$ cat src/design/tbg_pkg.sv
`timescale 1ns / 1ps
package tbg_pkg;

  localparam int PHASE_BITS      = 32;
  localparam int SINE_TABLE_BITS = 10;
  localparam int TBL_SIZE        = 1 << SINE_TABLE_BITS;

  localparam int FREQ_W = 15;
  localparam int DUR_W  = 16;
  localparam int RATE_W = 18;
  localparam int LEN_W  = 24;
  localparam int CYC_W  = 22;
  localparam int NUM_W  = 32;
  localparam int PROD_W = 40;
  localparam int MAG_W  = 15;
  localparam int SMP_W  = 16;
  localparam int DEN_W  = 48;
  localparam int MA_W   = 48;
  localparam int MB_W   = 24;
  localparam int MRES_W = 64;
  localparam int DIV_W  = (PROD_W + PHASE_BITS > MRES_W) ? PROD_W + PHASE_BITS : MRES_W;

  localparam logic [LEN_W-1:0]  LEN_MAX    = '1;
  localparam logic [RATE_W-1:0] RATE_RESET = RATE_W'(44100);
  localparam longint unsigned   PI_Q30     = 64'd3373259426;

  // Milliseconds to whole cycles: floor(2^33 / 1000) gives an estimate that is
  // at most one short for any numerator below 2^31
  localparam int               MS_PER_S    = 1000;
  localparam int               MS_ROUND    = 500;
  localparam int               RECIP_SHIFT = 33;
  localparam logic [MB_W-1:0]  RECIP_MS    = MB_W'(8589934);

  typedef struct packed {
    logic              cmd;
    logic [FREQ_W-1:0] frequency_hz;
    logic [DUR_W-1:0]  duration_ms;
  } item_t;

  typedef struct packed {
    logic signed [SMP_W-1:0] sample;
    logic                    last_sample;
    logic                    playing;
  } result_t;

  typedef enum logic [4:0] {
    OP_NONE, OP_LOAD, OP_MFD, OP_CYC, OP_REC, OP_QC, OP_MPR, OP_LEN, OP_FADE,
    OP_INC, OP_ACC, OP_FIN, OP_LOOK, OP_MGG, OP_MFF, OP_MNUM, OP_DMAG, OP_QMAG,
    OP_PUSH
  } dp_op_t;

  typedef struct packed {
    dp_op_t op;
    logic   capture;
  } dp_cmd_t;

  typedef struct packed {
    logic div_busy;
    logic active;
    logic faded;
    logic room;
  } dp_status_t;

  typedef logic [MAG_W-1:0] rom_t [TBL_SIZE];

  // Quarter-wave table: Taylor series in Q30, sampled at bin centers.
  function automatic rom_t build_rom();
    rom_t             rom;
    longint unsigned  x;
    longint unsigned  x2;
    longint unsigned  term;
    longint unsigned  v;
    longint           sum;
    int unsigned      i;
    int unsigned      k;
    for (i = 0; i < TBL_SIZE; i++) begin
      x = (PI_Q30 * 64'(2 * i + 1)) >> (SINE_TABLE_BITS + 2);
      x2 = (x * x) >> 30;
      term = x;
      sum = longint'(x);
      for (k = 1; k < 9; k++) begin
        term = (term * x2) >> 30;
        term = term / 64'((2 * k) * (2 * k + 1));
        if (k[0]) sum = sum - longint'(term);
        else sum = sum + longint'(term);
      end
      if (sum < 0) sum = 0;
      v = (64'(sum) * 64'd32767 + 64'd536870912) >> 30;
      if (v > 64'd32767) v = 64'd32767;
      rom[i] = MAG_W'(v);
    end
    return rom;
  endfunction

  localparam rom_t SINE_ROM = build_rom();

  function automatic logic [LEN_W-1:0] sat_len(input logic [DIV_W-1:0] v);
    return (v > DIV_W'(LEN_MAX)) ? LEN_MAX : v[LEN_W-1:0];
  endfunction

endpackage

$ cat src/design/tbg_ctrl.sv
`timescale 1ns / 1ps
module tbg_ctrl import tbg_pkg::*; (
  input  logic       clk,
  input  logic       rst,
  input  logic       item_valid,
  input  logic       item_start,
  input  dp_status_t status,
  output dp_cmd_t    cmd
);

  typedef enum logic [4:0] {
    S_IDLE, S_LOAD, S_MFD, S_CYC, S_REC, S_QC, S_MPR, S_LEN, S_FADE, S_INC, S_ACC,
    S_FIN, S_WAIT, T_LOOK, T_SEL, T_GG, T_FF, T_NUM, T_DIV, T_Q, T_OUT
  } state_t;

  state_t state, state_next;
  state_t ret, ret_next;

  function automatic dp_op_t op_of(input state_t s);
    case (s)
      S_LOAD:  return OP_LOAD;
      S_MFD:   return OP_MFD;
      S_CYC:   return OP_CYC;
      S_REC:   return OP_REC;
      S_QC:    return OP_QC;
      S_MPR:   return OP_MPR;
      S_LEN:   return OP_LEN;
      S_FADE:  return OP_FADE;
      S_INC:   return OP_INC;
      S_ACC:   return OP_ACC;
      S_FIN:   return OP_FIN;
      T_LOOK:  return OP_LOOK;
      T_GG:    return OP_MGG;
      T_FF:    return OP_MFF;
      T_NUM:   return OP_MNUM;
      T_DIV:   return OP_DMAG;
      T_Q:     return OP_QMAG;
      T_OUT:   return OP_PUSH;
      default: return OP_NONE;
    endcase
  endfunction

  // Step through the start and tick sequences
  always_comb begin
    state_next = state;
    ret_next   = ret;
    case (state)
      S_IDLE:  if (item_valid) state_next = item_start ? S_LOAD : T_LOOK;
      S_LOAD:  state_next = S_MFD;
      S_MFD:   state_next = S_CYC;
      S_CYC:   state_next = S_REC;
      S_REC:   state_next = S_QC;
      S_QC:    state_next = S_MPR;
      S_MPR:   state_next = S_LEN;
      S_LEN:   begin state_next = S_WAIT; ret_next = S_FADE; end
      S_FADE:  begin state_next = S_WAIT; ret_next = S_INC; end
      S_INC:   begin state_next = S_WAIT; ret_next = S_ACC; end
      S_ACC:   begin state_next = S_WAIT; ret_next = S_FIN; end
      S_FIN:   state_next = S_IDLE;
      S_WAIT:  if (!status.div_busy) state_next = ret;
      T_LOOK:  state_next = T_SEL;
      T_SEL:   state_next = (status.active && status.faded) ? T_GG : T_OUT;
      T_GG:    state_next = T_FF;
      T_FF:    state_next = T_NUM;
      T_NUM:   state_next = T_DIV;
      T_DIV:   begin state_next = S_WAIT; ret_next = T_Q; end
      T_Q:     state_next = T_OUT;
      T_OUT:   if (status.room) state_next = S_IDLE;
      default: state_next = S_IDLE;
    endcase
  end

  // Hold state and the registered command
  always_ff @(posedge clk) begin
    if (rst) begin
      state       <= S_IDLE;
      ret         <= S_IDLE;
      cmd.op      <= OP_NONE;
      cmd.capture <= 1'b1;
    end else begin
      state       <= state_next;
      ret         <= ret_next;
      cmd.op      <= op_of(state_next);
      cmd.capture <= state_next == S_IDLE;
    end
  end

endmodule

$ cat config.mk
export PLATFORM = sky130hd
export DESIGN_NAME = tbg_ctrl
export DESIGN_NICKNAME = d
export VERILOG_FILES = /design/src/design/tbg_pkg.sv /design/src/design/tbg_ctrl.sv
export SDC_FILE = /design/constraint.sdc
export NUM_CORES = 1
export LEC_CHECK = 0
export BUFFER_PORTS_ARGS = -buffer_cell sky130_fd_sc_hd__clkbuf_2
export CORE_UTILIZATION = 49
export CTS_CLUSTER_DIAMETER = 200
export CTS_CLUSTER_SIZE = 25
export DETAILED_ROUTE_END_ITERATION = 16
export MAX_ROUTING_LAYER = met4
export PLACE_DENSITY = 0.73
export SLEW_MARGIN = 10
export SYNTH_ARGS = -nofsm -noshare
export SYNTH_HDL_FRONTEND = slang
export SYNTH_SLANG_ARGS = --single-unit
export TNS_END_PERCENT = 100
$ cat constraint.sdc
create_clock -name clk -period 1.9 [get_ports clk]
set_clock_uncertainty 0.15 [all_clocks]
set_input_delay 0.19 -clock clk [delete_from_list [all_inputs] [get_ports clk]]
set_output_delay 0.19 -clock clk [all_outputs]
set_load 0.02 [all_outputs]
==> results.cfg <==
[floorplan]
core_area_sq_mm = 0.001727
start_util_pct = 52.54
die_area_sq_mm = 0.002027
die_h_microns = 45.03
io-pin-count = 14
row_count = 15
chipWidth_microns = 45.03

[routing]
final_antenna_net_count = 0
drc = 0
postRouteWirelength_mm = 3.824
routed_via_density = 6.243
drt-pass1-iter-count = 4
vias = 1180
post_drt_wl_per_cell_microns = 20.23
drtIter0Drc = 62

[worst_hold_path]
hp-class = input pin to flip-flop

[placement]
gp_congestion = 0.9914
pre_cts_slack_ns = -0.1574
port_buffers = 13
hpwl_mm = 1.913
place_area_sq_mm = 0.001205

[sta]
whs_ns = 0.1157
rsz0062_at_grt = true
tightest_slew_ns = 0.4236
finalCriticalPeriod_ns = 2.122
max_clock_freq_ghz = 0.4713
layout_setup_ws_ns = -0.2218
hold_violations = 0
finalSetupViolations = 9
min_period_over_period_pct = 111.7
drv_slew = 0
slew_headroom_pct = 71.55

[setup_path]
worstPathArrival_ns = 2.21
crit_chain = or3b_4 > a21oi_4 > nor3_4 > nor4_4 > buf_6 > o31ai_1 > a21boi_1
worstSetupEndpointType = flip-flop
cpPeakStageDelay_ns = 0.43
cp-start-kind = flip-flop
crit_family = simple AND/OR/NAND/NOR gates
crit_fanout = 6
worstPathRequired_ns = 1.99
crit_path_top_delay_cell = or3b_4
criticalPathCategory = flip-flop to flip-flop
path_buf_inv = 1

[clock_network]
path_clk_slew_ns = 0.12
clock-sinks = 15
cts_tree = built
htreeDepth = 1
cts_buffers = 3
cts_root_buffer = clkbuf_4
insertion_delay_ns = 0.32
clock_path_buffers = 2

[synthesis]
yosysUniqueCellTypes = 44
synthArstFlopShare_pct = 0
syn_nets = 118
ys.warnings.count = 0
synth_compound_area_share_pct = 24.97
synthCells = 110
synth_top_family_by_area = simple AND/OR/NAND/NOR gates
synthMuxAreaShare_pct = 1.103
synth_seq_area_share_pct = 33.10
yosys_register_bits = 15
yosys.area_share.adder_pct = 0
syn_area_per_cell_sq_um = 8.247
synth_area_sq_um = 907.1
synth_ff_type = dfxtp_1
synth_edf_count = 0
synth_xor_area_share_pct = 0.9655
synthSimpleGateAreaFrac_pct = 32.41

[status]
status = finished, violations left
violations = setup timing

[global_routing]
first_global_vias = 1088
antenna_found_initial = 0
track_usage_pct = 35.11
grt_first_pass_wirelength_mm = 4.864
grt_max_degree = 13
grt_overflow_total = 0

[finish]
multiInputGateArea_sq_um = 673.1
final_nets = 173
antenna_cells = 0
stdcell_area_sq_mm = 0.001495
areaGrowthSynthToFinish_pct = 64.83
nFillCells = 91
regArea_sq_um = 319.1
drive_gt1_share_pct = 58.54

[power_and_ir_drop]
ir_worst_vdd_v = 0.001361
p_per_area_mw_per_mm2 = 1727
p_leak_nw = 0.6414

[job]
max-cap-violations = 0
[layout make-up]
class                   count  area share [%]
clock buffers               3           1.506
clock inverters             1          0.3347
inverters                   8           2.176
multi-input cells          81           45.02
flip-flops and latches     15           21.34
well taps                  25           2.092
repair buffers             56           27.53
[synthesized netlist by cell type (all sizes together), types with 2 or more instances]
master | count | area, sq um
and4 | 2 | 17.52
o41ai | 3 | 41.29
nor4 | 3 | 40.04
a22oi | 2 | 15.01
nand2 | 10 | 40.04
nand3b | 2 | 15.01
or3 | 2 | 12.51
o32ai | 2 | 17.52
a211oi | 3 | 22.52
or2b | 2 | 15.01
inv | 8 | 30.03
nand3 | 3 | 15.01
buf | 5 | 33.78
nor3 | 5 | 25.02
and2 | 2 | 12.51
a21oi | 7 | 35.03
nor2 | 14 | 52.55
dfxtp | 15 | 300.3
nand4 | 2 | 12.51
[kinds of logic after synthesis]
family	Yosys count
buffers and inverters	14
and+or+nand+nor	51
AOI/OAI and AO/OA	28
muxes	1
DFF	15
xor gates and xnor gates	1
[per-stage QoR]
stage                     total power, W  util, %  TNS, ns  instances
after floorplan                 0.001257        -        0        110
after global placement          0.001724    69.78  -0.3814        171
after detailed placement        0.001751    69.78  -0.6642        171
after CTS                       0.002215    80.80  -0.5827        187
after global routing            0.002664    86.59   -1.554        189
final                           0.002581    86.59   -1.184        189
[path summary, 6_finish.rpt]
| path | startpoint | endpoint | slack, ns | depth (start not counted) |
|---|---|---|---|---|
| min | rst | ret[1]$_SDFFE_PP0P_ | 0.12 | 2 |
| max | state[0]$_SDFF_PP0_ | cmd[1]$_SDFF_PP0_ | -0.22 | 7 |
| max reg2reg | state[0]$_SDFF_PP0_ | cmd[1]$_SDFF_PP0_ | -0.22 | 7 |
| min reg2reg | ret[3]$_SDFFE_PP0P_ | ret[3]$_SDFFE_PP0P_ | 0.41 | 2 |
[layout by cell type (no fill, tap or decap), types with 3 or more instances in the layout]
cell      synthesis  routed
a21oi_1           7       4
buf_4             1      39
buf_6             1       3
clkbuf_2          0      13
clkbuf_4          0       3
dfxtp_1          15      10
dfxtp_4           0       5
inv_1             6       5
nand2_1           9       7
nand3_1           3       3
nor2_1           14       9
nor2_2            0       4
[sequential cells by signal, indices dropped and copies added, names as in the netlist]
signal / count
ret: 4
cmd: 6
state: 5
[worst reg2reg max path: cells and delay by family, from the launching register on]
kind	cells	cell delay (ns)
and+or+nand+nor	3	0.81
AOI/OAI and AO/OA	3	0.52
DFF	1	0.40
buffers and inverters	1	0.17
[repair_timing]
action / CTS / global route
gates resized for setup: 26 / 17
hold buffers: 0 / 0
pin swaps: 9 / 12
hold endpoints to repair: 0 / 0
buffers inserted: 13 / 4
endpoints found under the setup margin: 6 / 9
[report_power, final]
group	internal [W]	leakage, nW	total [W]	switching, W
clock network	0.0000787	0.0177	0.000200	0.000121
logic	0.000884	0.497	0.00182	0.000936
registers	0.000440	0.126	0.000562	0.000122
total	0.00140	0.641	0.00258	0.00118
[routing by layer]
layer | part of all wire, % | vias to the layer above | global-route usage (%)
li1 | - | 517 | -
met1 | 37 | 563 | 40.25
met5 | 0 | - | -
met4 | 4.4 | 0 | 21.82
met3 | 7.9 | 21 | 4.400
met2 | 51 | 79 | 57.68
Power figures use the tool's default switching activity.
